<file path="config.mk">
export PLATFORM = sky130hd
export DESIGN_NAME = i2c_master_byte_engine
export DESIGN_NICKNAME = d
export VERILOG_FILES = /design/src/sv/i2cm_pkg.sv /design/src/sv/i2cm_fifo.sv /design/src/sv/i2cm_front.sv /design/src/sv/i2cm_engine.sv /design/src/sv/i2c_master_byte_engine.sv
export SDC_FILE = /design/constraint.sdc
export NUM_CORES = 1
export LEC_CHECK = 0
export BUFFER_PORTS_ARGS = -buffer_cell sky130_fd_sc_hd__buf_2
export CORE_MARGIN = 2
export CORE_UTILIZATION = 60
export CTS_CLUSTER_DIAMETER = 80
export DETAILED_ROUTE_END_ITERATION = 10
export PLACE_DENSITY = 0.79
export SLEW_MARGIN = 20
export SYNTH_ARGS = -nofsm -noshare
export SYNTH_HDL_FRONTEND = slang
export SYNTH_SLANG_ARGS = --single-unit
</file>
<file path="constraint.sdc">
create_clock -name clk -period 14.7 [get_ports clk]
set_input_delay 1.47 -clock clk [delete_from_list [all_inputs] [get_ports clk]]
set_output_delay 1.47 -clock clk [all_outputs]
set_load 0.005 [all_outputs]
</file>
<file path="src/sv/i2cm_pkg.sv">
// Shared types, codes and helpers of the I2C master byte engine.
package i2cm_pkg;

	localparam int CMD_DEPTH_DEF = 2;
	localparam int RES_DEPTH_DEF = 2;

	localparam logic [15:0] HOLD_TICKS_RST = 16'd2;
	localparam logic [15:0] HIGH_TICKS_RST = 16'd1;
	localparam logic [15:0] LOW_TICKS_RST  = 16'd1;

	localparam logic [1:0] REG_HOLD_TICKS = 2'd0;
	localparam logic [1:0] REG_HIGH_TICKS = 2'd1;
	localparam logic [1:0] REG_LOW_TICKS  = 2'd2;

	localparam logic [1:0] OP_TICK  = 2'd0;
	localparam logic [1:0] OP_WRITE = 2'd1;
	localparam logic [1:0] OP_READ  = 2'd2;

	localparam logic [1:0] KIND_TICK  = 2'd0;
	localparam logic [1:0] KIND_WRITE = 2'd1;
	localparam logic [1:0] KIND_READ  = 2'd2;

	localparam logic [1:0] ST_OK        = 2'd0;
	localparam logic [1:0] ST_ADDR_NACK = 2'd1;
	localparam logic [1:0] ST_DATA_NACK = 2'd2;

	localparam logic [3:0] PH_IDLE        = 4'd0;
	localparam logic [3:0] PH_START_SETUP = 4'd1;
	localparam logic [3:0] PH_START_HOLD  = 4'd2;
	localparam logic [3:0] PH_BIT_LOW     = 4'd3;
	localparam logic [3:0] PH_BIT_HIGH    = 4'd4;
	localparam logic [3:0] PH_ACK_LOW     = 4'd5;
	localparam logic [3:0] PH_ACK_HIGH    = 4'd6;
	localparam logic [3:0] PH_WAIT_DATA   = 4'd7;
	localparam logic [3:0] PH_STOP_LOW    = 4'd8;
	localparam logic [3:0] PH_STOP_SETUP  = 4'd9;

	localparam logic [3:0] BITS_PER_BYTE = 4'd8;

	typedef struct packed {
		logic [1:0]  kind;
		logic [7:0]  address;
		logic [15:0] length;
		logic [7:0]  write_byte;
		logic        write_byte_valid;
		logic        sda_in;
	} cmd_t;

	typedef struct packed {
		logic        scl_out;
		logic        sda_out;
		logic        busy_res;
		logic        write_taken;
		logic [7:0]  read_byte;
		logic        read_valid;
		logic        done_res;
		logic [1:0]  status;
		logic [15:0] nack_index;
	} res_t;

	typedef struct packed {
		logic        we;
		logic [1:0]  index;
		logic [15:0] data;
	} cfg_wr_t;

	function automatic logic [15:0] dur(input logic [15:0] v);
		dur = (v == 16'd0) ? 16'd1 : v;
	endfunction

endpackage

</file>
<file path="src/sv/i2cm_fifo.sv">
// Small register FIFO used for the command and result queues.
module i2cm_fifo #(
	parameter int WIDTH = 8,
	parameter int DEPTH = 2
) (
	input  logic             clk,
	input  logic             arst_n,
	input  logic             wr_en,
	input  logic [WIDTH-1:0] wr_data,
	input  logic             rd_en,
	output logic [WIDTH-1:0] rd_data,
	output logic             full,
	output logic             empty
);

	localparam int PW = (DEPTH > 1) ? $clog2(DEPTH) : 1;
	localparam int CW = $clog2(DEPTH + 1);
	localparam logic [PW-1:0] LAST = PW'(DEPTH - 1);
	localparam logic [CW-1:0] FULL_CNT = CW'(DEPTH);

	logic [WIDTH-1:0] mem_q [DEPTH];
	logic [PW-1:0]    wr_ptr_q;
	logic [PW-1:0]    rd_ptr_q;
	logic [CW-1:0]    count_q;
	logic             do_wr;
	logic             do_rd;

	assign full    = (count_q == FULL_CNT);
	assign empty   = (count_q == '0);
	assign do_wr   = wr_en && !full;
	assign do_rd   = rd_en && !empty;
	assign rd_data = mem_q[rd_ptr_q];

	always_ff @(posedge clk or negedge arst_n) begin
		if (!arst_n) begin
			wr_ptr_q <= '0;
			rd_ptr_q <= '0;
			count_q  <= '0;
		end else begin
			if (do_wr) begin
				wr_ptr_q <= (wr_ptr_q == LAST) ? '0 : wr_ptr_q + PW'(1);
			end
			if (do_rd) begin
				rd_ptr_q <= (rd_ptr_q == LAST) ? '0 : rd_ptr_q + PW'(1);
			end
			if (do_wr && !do_rd) begin
				count_q <= count_q + CW'(1);
			end else if (do_rd && !do_wr) begin
				count_q <= count_q - CW'(1);
			end
		end
	end

	always_ff @(posedge clk) begin
		if (do_wr) begin
			mem_q[wr_ptr_q] <= wr_data;
		end
	end

endmodule

</file>
<file path="src/sv/i2cm_front.sv">
// Front end: accepts input beats, classifies the op and queues commands.
module i2cm_front #(
	parameter int CMD_DEPTH = i2cm_pkg::CMD_DEPTH_DEF
) (
	input  logic           clk,
	input  logic           arst_n,
	input  logic           push,
	output logic           full,
	input  logic [1:0]     op,
	input  logic [7:0]     address,
	input  logic [15:0]    length,
	input  logic [7:0]     write_byte,
	input  logic           write_byte_valid,
	input  logic           sda_in,
	input  logic           cmd_pop,
	output i2cm_pkg::cmd_t cmd,
	output logic           cmd_empty
);

	i2cm_pkg::cmd_t cmd_in;

	always_comb begin
		cmd_in.address          = address;
		cmd_in.length           = length;
		cmd_in.write_byte       = write_byte;
		cmd_in.write_byte_valid = write_byte_valid;
		cmd_in.sda_in           = sda_in;
		unique case (op)
			i2cm_pkg::OP_WRITE: begin
				cmd_in.kind = i2cm_pkg::KIND_WRITE;
			end
			i2cm_pkg::OP_READ: begin
				cmd_in.kind    = i2cm_pkg::KIND_READ;
				cmd_in.address = address | 8'h01;
			end
			default: begin
				cmd_in.kind = i2cm_pkg::KIND_TICK;
			end
		endcase
	end

	i2cm_fifo #(
		.WIDTH($bits(i2cm_pkg::cmd_t)),
		.DEPTH(CMD_DEPTH)
	) u_cmd_fifo (
		.clk    (clk),
		.arst_n (arst_n),
		.wr_en  (push),
		.wr_data(cmd_in),
		.rd_en  (cmd_pop),
		.rd_data(cmd),
		.full   (full),
		.empty  (cmd_empty)
	);

endmodule

</file>
<file path="src/sv/i2cm_engine.sv">
// Back end: bus phase sequencer, advanced by one command per step.
module i2cm_engine (
	input  logic              clk,
	input  logic              arst_n,
	input  i2cm_pkg::cfg_wr_t cfg_wr,
	input  i2cm_pkg::cmd_t    cmd,
	input  logic              cmd_valid,
	output logic              cmd_pop,
	input  logic              res_ready,
	output logic              res_push,
	output i2cm_pkg::res_t    res
);

	logic [15:0] hold_q, high_q, low_q;
	logic [3:0]  phase_q, ph_n;
	logic [15:0] tick_q, tk_n;
	logic [3:0]  bit_q, bc_n;
	logic [15:0] byte_q, by_n;
	logic [7:0]  shift_q, sh_n;
	logic [15:0] total_q, tot_n;
	logic        is_read_q, rd_n;
	logic        addr_stage_q, as_n;
	logic [1:0]  status_q, st_n;
	logic        step;

	assign step     = cmd_valid && res_ready;
	assign cmd_pop  = step;
	assign res_push = step;

	always_comb begin
		logic [15:0] tick_inc;
		logic [3:0]  bit_inc;
		logic [15:0] byte_inc;
		logic [15:0] plen;
		logic        rx;
		logic        rx_n;
		logic        bitv;
		logic        ackb;
		logic        taken;
		logic        rvalid;
		logic        done;
		ph_n     = phase_q;
		tk_n     = tick_q;
		bc_n     = bit_q;
		by_n     = byte_q;
		sh_n     = shift_q;
		tot_n    = total_q;
		rd_n     = is_read_q;
		as_n     = addr_stage_q;
		st_n     = status_q;
		taken    = 1'b0;
		rvalid   = 1'b0;
		done     = 1'b0;
		tick_inc = tick_q + 16'd1;
		bit_inc  = bit_q + 4'd1;
		byte_inc = byte_q + 16'd1;
		rx       = is_read_q && !addr_stage_q;
		unique case (phase_q)
			i2cm_pkg::PH_START_SETUP, i2cm_pkg::PH_START_HOLD,
			i2cm_pkg::PH_STOP_SETUP: plen = i2cm_pkg::dur(hold_q);
			i2cm_pkg::PH_BIT_HIGH, i2cm_pkg::PH_ACK_HIGH: plen = i2cm_pkg::dur(high_q);
			default: plen = i2cm_pkg::dur(low_q);
		endcase

		if (phase_q == i2cm_pkg::PH_IDLE) begin
			if (cmd.kind == i2cm_pkg::KIND_WRITE || cmd.kind == i2cm_pkg::KIND_READ) begin
				rd_n  = (cmd.kind == i2cm_pkg::KIND_READ);
				sh_n  = cmd.address;
				tot_n = cmd.length;
				by_n  = 16'd0;
				bc_n  = 4'd0;
				as_n  = 1'b1;
				st_n  = i2cm_pkg::ST_OK;
				ph_n  = i2cm_pkg::PH_START_SETUP;
				tk_n  = 16'd0;
			end
		end else if (phase_q == i2cm_pkg::PH_WAIT_DATA) begin
			if (cmd.write_byte_valid) begin
				taken = 1'b1;
				sh_n  = cmd.write_byte;
				ph_n  = i2cm_pkg::PH_BIT_LOW;
				tk_n  = 16'd0;
			end
		end else begin
			tk_n = tick_inc;
			if (tick_inc >= plen) begin
				tk_n = 16'd0;
				unique case (phase_q)
					i2cm_pkg::PH_START_SETUP: ph_n = i2cm_pkg::PH_START_HOLD;
					i2cm_pkg::PH_START_HOLD:  ph_n = i2cm_pkg::PH_BIT_LOW;
					i2cm_pkg::PH_BIT_LOW:     ph_n = i2cm_pkg::PH_BIT_HIGH;
					i2cm_pkg::PH_BIT_HIGH: begin
						sh_n = {shift_q[6:0], rx & cmd.sda_in};
						if (bit_inc >= i2cm_pkg::BITS_PER_BYTE) begin
							bc_n   = 4'd0;
							rvalid = rx;
							ph_n   = i2cm_pkg::PH_ACK_LOW;
						end else begin
							bc_n = bit_inc;
							ph_n = i2cm_pkg::PH_BIT_LOW;
						end
					end
					i2cm_pkg::PH_ACK_LOW: ph_n = i2cm_pkg::PH_ACK_HIGH;
					i2cm_pkg::PH_ACK_HIGH: begin
						if (addr_stage_q) begin
							if (cmd.sda_in) begin
								st_n = i2cm_pkg::ST_ADDR_NACK;
								ph_n = i2cm_pkg::PH_STOP_LOW;
							end else begin
								as_n = 1'b0;
								if (byte_q >= total_q) begin
									ph_n = i2cm_pkg::PH_STOP_LOW;
								end else if (is_read_q) begin
									ph_n = i2cm_pkg::PH_BIT_LOW;
								end else begin
									ph_n = i2cm_pkg::PH_WAIT_DATA;
								end
							end
						end else if (is_read_q) begin
							by_n = byte_inc;
							ph_n = (byte_inc >= total_q) ? i2cm_pkg::PH_STOP_LOW
							                             : i2cm_pkg::PH_BIT_LOW;
						end else if (cmd.sda_in) begin
							st_n = i2cm_pkg::ST_DATA_NACK;
							ph_n = i2cm_pkg::PH_STOP_LOW;
						end else begin
							by_n = byte_inc;
							ph_n = (byte_inc >= total_q) ? i2cm_pkg::PH_STOP_LOW
							                             : i2cm_pkg::PH_WAIT_DATA;
						end
					end
					i2cm_pkg::PH_STOP_LOW: ph_n = i2cm_pkg::PH_STOP_SETUP;
					default: begin
						done = 1'b1;
						ph_n = i2cm_pkg::PH_IDLE;
					end
				endcase
			end
		end

		// drive levels follow the state left by this step
		rx_n = rd_n && !as_n;
		bitv = rx_n ? 1'b1 : sh_n[7];
		ackb = 1'b1;
		if (rx_n) begin
			ackb = ({1'b0, by_n} + 17'd1 < {1'b0, tot_n}) ? 1'b0 : 1'b1;
		end
		unique case (ph_n)
			i2cm_pkg::PH_START_HOLD: begin
				res.scl_out = 1'b1; res.sda_out = 1'b0;
			end
			i2cm_pkg::PH_BIT_LOW: begin
				res.scl_out = 1'b0; res.sda_out = bitv;
			end
			i2cm_pkg::PH_BIT_HIGH: begin
				res.scl_out = 1'b1; res.sda_out = bitv;
			end
			i2cm_pkg::PH_ACK_LOW: begin
				res.scl_out = 1'b0; res.sda_out = ackb;
			end
			i2cm_pkg::PH_ACK_HIGH: begin
				res.scl_out = 1'b1; res.sda_out = ackb;
			end
			i2cm_pkg::PH_WAIT_DATA, i2cm_pkg::PH_STOP_LOW: begin
				res.scl_out = 1'b0; res.sda_out = 1'b0;
			end
			i2cm_pkg::PH_STOP_SETUP: begin
				res.scl_out = 1'b1; res.sda_out = 1'b0;
			end
			default: begin
				res.scl_out = 1'b1; res.sda_out = 1'b1;
			end
		endcase
		res.busy_res    = (ph_n != i2cm_pkg::PH_IDLE);
		res.write_taken = taken;
		res.read_byte   = rvalid ? sh_n : 8'd0;
		res.read_valid  = rvalid;
		res.done_res    = done;
		res.status      = done ? st_n : i2cm_pkg::ST_OK;
		res.nack_index  = (done && st_n == i2cm_pkg::ST_DATA_NACK) ? by_n : 16'd0;
	end

	always_ff @(posedge clk or negedge arst_n) begin
		if (!arst_n) begin
			hold_q       <= i2cm_pkg::HOLD_TICKS_RST;
			high_q       <= i2cm_pkg::HIGH_TICKS_RST;
			low_q        <= i2cm_pkg::LOW_TICKS_RST;
			phase_q      <= i2cm_pkg::PH_IDLE;
			tick_q       <= '0;
			bit_q        <= '0;
			byte_q       <= '0;
			shift_q      <= '0;
			total_q      <= '0;
			is_read_q    <= 1'b0;
			addr_stage_q <= 1'b0;
			status_q     <= i2cm_pkg::ST_OK;
		end else begin
			if (cfg_wr.we) begin
				unique case (cfg_wr.index)
					i2cm_pkg::REG_HOLD_TICKS: hold_q <= cfg_wr.data;
					i2cm_pkg::REG_HIGH_TICKS: high_q <= cfg_wr.data;
					i2cm_pkg::REG_LOW_TICKS:  low_q  <= cfg_wr.data;
					default: ;
				endcase
			end
			if (step) begin
				phase_q      <= ph_n;
				tick_q       <= tk_n;
				bit_q        <= bc_n;
				byte_q       <= by_n;
				shift_q      <= sh_n;
				total_q      <= tot_n;
				is_read_q    <= rd_n;
				addr_stage_q <= as_n;
				status_q     <= st_n;
			end
		end
	end

endmodule

</file>
<file path="src/sv/i2c_master_byte_engine.sv">
// I2C master byte engine top level: command queue, bus sequencer, result queue.
//
// Each input beat is one timing tick of the bus. op selects a plain tick, the start of
// a write or the start of a read; address and length are latched at the start, and
// write_byte / write_byte_valid and sda_in are sampled on the ticks that need them.
// Every accepted beat yields exactly one result beat with the SCL/SDA drive levels,
// busy, write_taken, read_byte/read_valid and, on the tick that STOP completes,
// done_res with status and nack_index.
// Input: push/full. Output: empty/pop, the oldest result on the ports while empty is
// low. Tick registers are written through cfg_we/cfg_index/cfg_data, by the user only
// while idle; the block itself does not enforce this. Throughput: one beat per cycle
// while a command is queued and the result queue has room. A beat waits in the command
// queue, is stepped by the sequencer and its result is written into the result queue.
// Reset: both queues empty, sequencer idle, tick registers at 2, 1 and 1.
// A stalled receiver fills the result queue, the sequencer holds, the command queue
// fills and full rises; nothing is dropped.
module i2c_master_byte_engine #(
	parameter int CMD_DEPTH = i2cm_pkg::CMD_DEPTH_DEF,
	parameter int RES_DEPTH = i2cm_pkg::RES_DEPTH_DEF
) (
	input  logic        clk,
	input  logic        arst_n,
	input  logic        push,
	output logic        full,
	input  logic [1:0]  op,
	input  logic [7:0]  address,
	input  logic [15:0] length,
	input  logic [7:0]  write_byte,
	input  logic        write_byte_valid,
	input  logic        sda_in,
	output logic        empty,
	input  logic        pop,
	output logic        scl_out,
	output logic        sda_out,
	output logic        busy_res,
	output logic        write_taken,
	output logic [7:0]  read_byte,
	output logic        read_valid,
	output logic        done_res,
	output logic [1:0]  status,
	output logic [15:0] nack_index,
	input  logic        cfg_we,
	input  logic [1:0]  cfg_index,
	input  logic [15:0] cfg_data
);

	i2cm_pkg::cmd_t    cmd;
	i2cm_pkg::res_t    res_in;
	i2cm_pkg::res_t    res_out;
	i2cm_pkg::cfg_wr_t cfg_wr;
	logic              cmd_empty;
	logic              cmd_pop;
	logic              res_push;
	logic              res_full;

	assign cfg_wr.we    = cfg_we;
	assign cfg_wr.index = cfg_index;
	assign cfg_wr.data  = cfg_data;

	i2cm_front #(
		.CMD_DEPTH(CMD_DEPTH)
	) u_front (
		.clk             (clk),
		.arst_n          (arst_n),
		.push            (push),
		.full            (full),
		.op              (op),
		.address         (address),
		.length          (length),
		.write_byte      (write_byte),
		.write_byte_valid(write_byte_valid),
		.sda_in          (sda_in),
		.cmd_pop         (cmd_pop),
		.cmd             (cmd),
		.cmd_empty       (cmd_empty)
	);

	i2cm_engine u_engine (
		.clk      (clk),
		.arst_n   (arst_n),
		.cfg_wr   (cfg_wr),
		.cmd      (cmd),
		.cmd_valid(!cmd_empty),
		.cmd_pop  (cmd_pop),
		.res_ready(!res_full),
		.res_push (res_push),
		.res      (res_in)
	);

	i2cm_fifo #(
		.WIDTH($bits(i2cm_pkg::res_t)),
		.DEPTH(RES_DEPTH)
	) u_res_fifo (
		.clk    (clk),
		.arst_n (arst_n),
		.wr_en  (res_push),
		.wr_data(res_in),
		.rd_en  (pop),
		.rd_data(res_out),
		.full   (res_full),
		.empty  (empty)
	);

	assign scl_out     = res_out.scl_out;
	assign sda_out     = res_out.sda_out;
	assign busy_res    = res_out.busy_res;
	assign write_taken = res_out.write_taken;
	assign read_byte   = res_out.read_byte;
	assign read_valid  = res_out.read_valid;
	assign done_res    = res_out.done_res;
	assign status      = res_out.status;
	assign nack_index  = res_out.nack_index;

	a_step_room: assert property (@(posedge clk) disable iff (!arst_n)
		res_push |-> (!res_full && !cmd_empty))
		else $error("sequencer stepped without a command or without result room");

	a_done_idle: assert property (@(posedge clk) disable iff (!arst_n)
		(!empty && done_res) |-> !busy_res)
		else $error("STOP completed but engine still busy");

	a_status_done: assert property (@(posedge clk) disable iff (!arst_n)
		(!empty && status != i2cm_pkg::ST_OK) |-> done_res)
		else $error("status reported outside a done beat");

	a_take_read_excl: assert property (@(posedge clk) disable iff (!arst_n)
		!empty |-> !(write_taken && read_valid))
		else $error("write byte taken and read byte completed in one beat");

endmodule
</file>
==> results.ini <==
[status]
status=completed

[power]
leakage_nw=6.328
vdd_drop_max_mv=0.1291
power_mw=2.967
powerDensity_mw_per_mm2=191.8

[routing]
wl_per_cell_um=19.84
drt-initial-drc-count=1241
routed_wl_um=31900
post-route-drc-count=0
ant_nets=0
via_per_inst=6.198
dr.pass1.iters=9
via_count=9966

[critical_path]
cp_data_required_time_ps=14960
r2r_cells=30
start_kind=flop
rr_endpoint=u_res_fifo.mem_q[1][30]
worstSetupPathType=reg2reg
slowest_delay_ps=710
cp_max_fo=27
cp_slowest_cell=nor2b_1
crit_path_end_kind=flop
crit_arrival_ps=8090
reg2reg_slack_ps=6870
rr_startpoint=u_engine.phase_q[2]
cp_common_cell=ha_1

[place]
dp_hpwl_um=22560
gp_congestion=0.9455
portBuffers=92
place_area_sq_mm=0.01457
post-place-ws_ps=6618

[clocking]
clkTransAtPathRegs_ps=60
cts_buffer_depth=3
cts_hold_buf=0
cts_tree=done
clk-insertion-delay-late_ps=540
cts_sinks=260
cts_root_buffer=clkbuf_16
post_cts_resized=0
numCtsBuffers=27
post_cts_buffers=0
htreeDepth=1

[min_path]
hp-start=u_res_fifo.rd_ptr_q
min_path_type=reg2reg
hold_path_end=u_res_fifo.rd_ptr_q
min_path_cells=1

[synth]
ys_seq_elements=260
synth_edf_count=136
ys_async_sr_fraction_pct=47.69
avgSynthCellArea_sq_um=11.34
synth_cells=1225
yosysUniqueCellTypes=87
syn_area_sq_mm=0.01389
yosysSeqAreaShare_pct=51.77
ys_warn_count=0
synth_nets=1354
synth-main-ff-cell=edfxtp_1

[die]
fp.dieH_um=156.1
die-area_sq_mm=0.02438
die_w_um=156.1
initial_core_util_pct=61.16
core_area_sq_mm=0.02271
num_io_pins=93
rows=55

[grt]
grt_pass1_wl_um=51210
gr-total-overflow=0
use_met2_pct=38.10
antenna_found_initial=0
grt_util_met1_pct=43.04
grt_usage_pct=26.57
use_met3_pct=4.000
grt_max_degree=86
top_usage_layer=met1
first_global_vias=9335

[timing]
fin_crit_ps=7834
hold_viol=0
finalWorstSetupSlack_ps=6866
tightest_slew_ps=975.4
setup_violations=0
rsz0062_at_grt=false
slew_viol_final=0
hold-worst-slack_ps=472.5
setup_tns_ps=0
slew_headroom_pct=34.97
max_freq_ghz=0.1276
final.setup_skew_ps=11.95
post-route-period-util_pct=53.29

[flow_run]
cap_violations=0

[cells_and_area]
final_common_cell=edfxtp_1
drive_above_1_share_pct=21.09
design_area_sq_mm=0.01547
nets=1431
nFillCells=1699
syn2layout_area_growth_pct=11.38
diodes=0
mostFrequentLayoutCells=136 x edfxtp_1, 129 x nand2_1, 120 x dfrtp_1, 91 x buf_2, 89 x mux2_2

synth_stat cells (all sizes together) (12+ instances only):
master	instances	area share, %
nand2	132	3.6
dfrtp	121	22
a21oi	54	1.9
xnor2	30	1.9
o21ai	78	2.8
a222oi	12	0.86
mux2i	29	2.2
xor2	24	1.5
buf	22	1.0
inv	39	1.1
a21o	15	0.81
nand3	34	1.3
nor2	81	2.2
nand4	12	0.59
nor4	22	1.3
edfxtp	136	29
ha	70	6.3
clkbuf	36	0.97
nor3	22	0.98
mux2	90	7.3
how the worst max path moves through the flow:
stage / startpoint / end / depth (start not counted)
after detailed placement: u_engine.phase_q[0] / u_res_fifo.mem_q[1][30] / 32
after floorplan: u_engine.phase_q[1] / u_res_fifo.mem_q[0][30] / 35
after global routing: u_engine.phase_q[2] / u_res_fifo.mem_q[1][30] / 30
after global placement: u_engine.phase_q[0] / u_res_fifo.mem_q[0][30] / 32
after CTS: u_engine.phase_q[0] / u_res_fifo.mem_q[1][30] / 32
final: u_engine.phase_q[2] / u_res_fifo.mem_q[1][30] / 30
worst max-delay path, delay by kind of cell (launching register included):
kind / cells / cell delay (ps)
compound gates: 14 / 3100
xor+xnor: 1 / 120
fa+ha+maj: 3 / 730
buf+inv: 2 / 420
flops: 1 / 650
simple gates: 10 / 2540
power by group:
part           switching (mW)  leakage [nW]  internal, mW  total, mW
sequential              0.122          2.82          1.02       1.14
combinational           0.697          3.08         0.447       1.14
clock                   0.277         0.424         0.401      0.678
total                    1.10          6.33          1.87       2.97
cell families (layout without fill, tap and decap cells):
kind of cell             count (synthesis)  in the layout  synth area share, %
XOR/XNOR                                54             54                3.405
adder cells (fa/ha/maj)                 70             70                6.306
multiplexers                           119            119                9.477
buffers and inverters                   97            195                3.036
AND/OR/NAND/NOR                        363            363                12.96
AO/OA/AOI/OAI                          262            262                13.05
flip-flops                             260            260                51.77
final cells by class:
cell class | instances | area [sq um] | share of cell area (%)
Multi-Input combinational cell | 868 | 6316 | 40.83
Clock buffer | 36 | 729.5 | 4.716
Tap cell | 285 | 356.6 | 2.305
Clock inverter | 14 | 147.6 | 0.9545
Inverter | 39 | 146.4 | 0.9464
Sequential cell | 260 | 7192 | 46.49
Timing Repair Buffer | 106 | 580.6 | 3.753
stage by stage:
stage	util (%)	cells
6_report	68.12	1608
5_1_grt	68.12	1608
4_1_cts	68.01	1607
3_5_place_dp	64.14	1557
3_3_place_gp	64.14	1557
2_1_floorplan	-	1225
routing by layer:
layer,up-vias,part of all wire [%]
li1,4711,-
met1,4791,49
met2,420,42
met3,44,7.9
met4,0,1.4
met5,-,0
registers in the layout, summed over array words and instances (netlist names):
| register | flops |
|---|---|
| u_engine.is_read_q | 1 |
| u_engine.status_q | 2 |
| u_front.u_cmd_fifo.wr_ptr_q | 1 |
| u_engine.total_q | 16 |
| u_res_fifo.mem_q | 64 |
| u_engine.bit_q | 4 |
| u_engine.high_q | 16 |
| u_front.u_cmd_fifo.rd_ptr_q | 1 |
| u_engine.phase_q | 4 |
| u_front.u_cmd_fifo.mem_q | 72 |
| u_engine.low_q | 16 |
| u_engine.tick_q | 16 |
| u_res_fifo.count_q | 2 |
| u_engine.byte_q | 16 |
| u_front.u_cmd_fifo.count_q | 2 |
| u_engine.addr_stage_q | 1 |
| u_engine.shift_q | 8 |
| u_res_fifo.wr_ptr_q | 1 |
| u_res_fifo.rd_ptr_q | 1 |
| u_engine.hold_q | 16 |
Note: power is estimated with default switching activity, not from simulation.
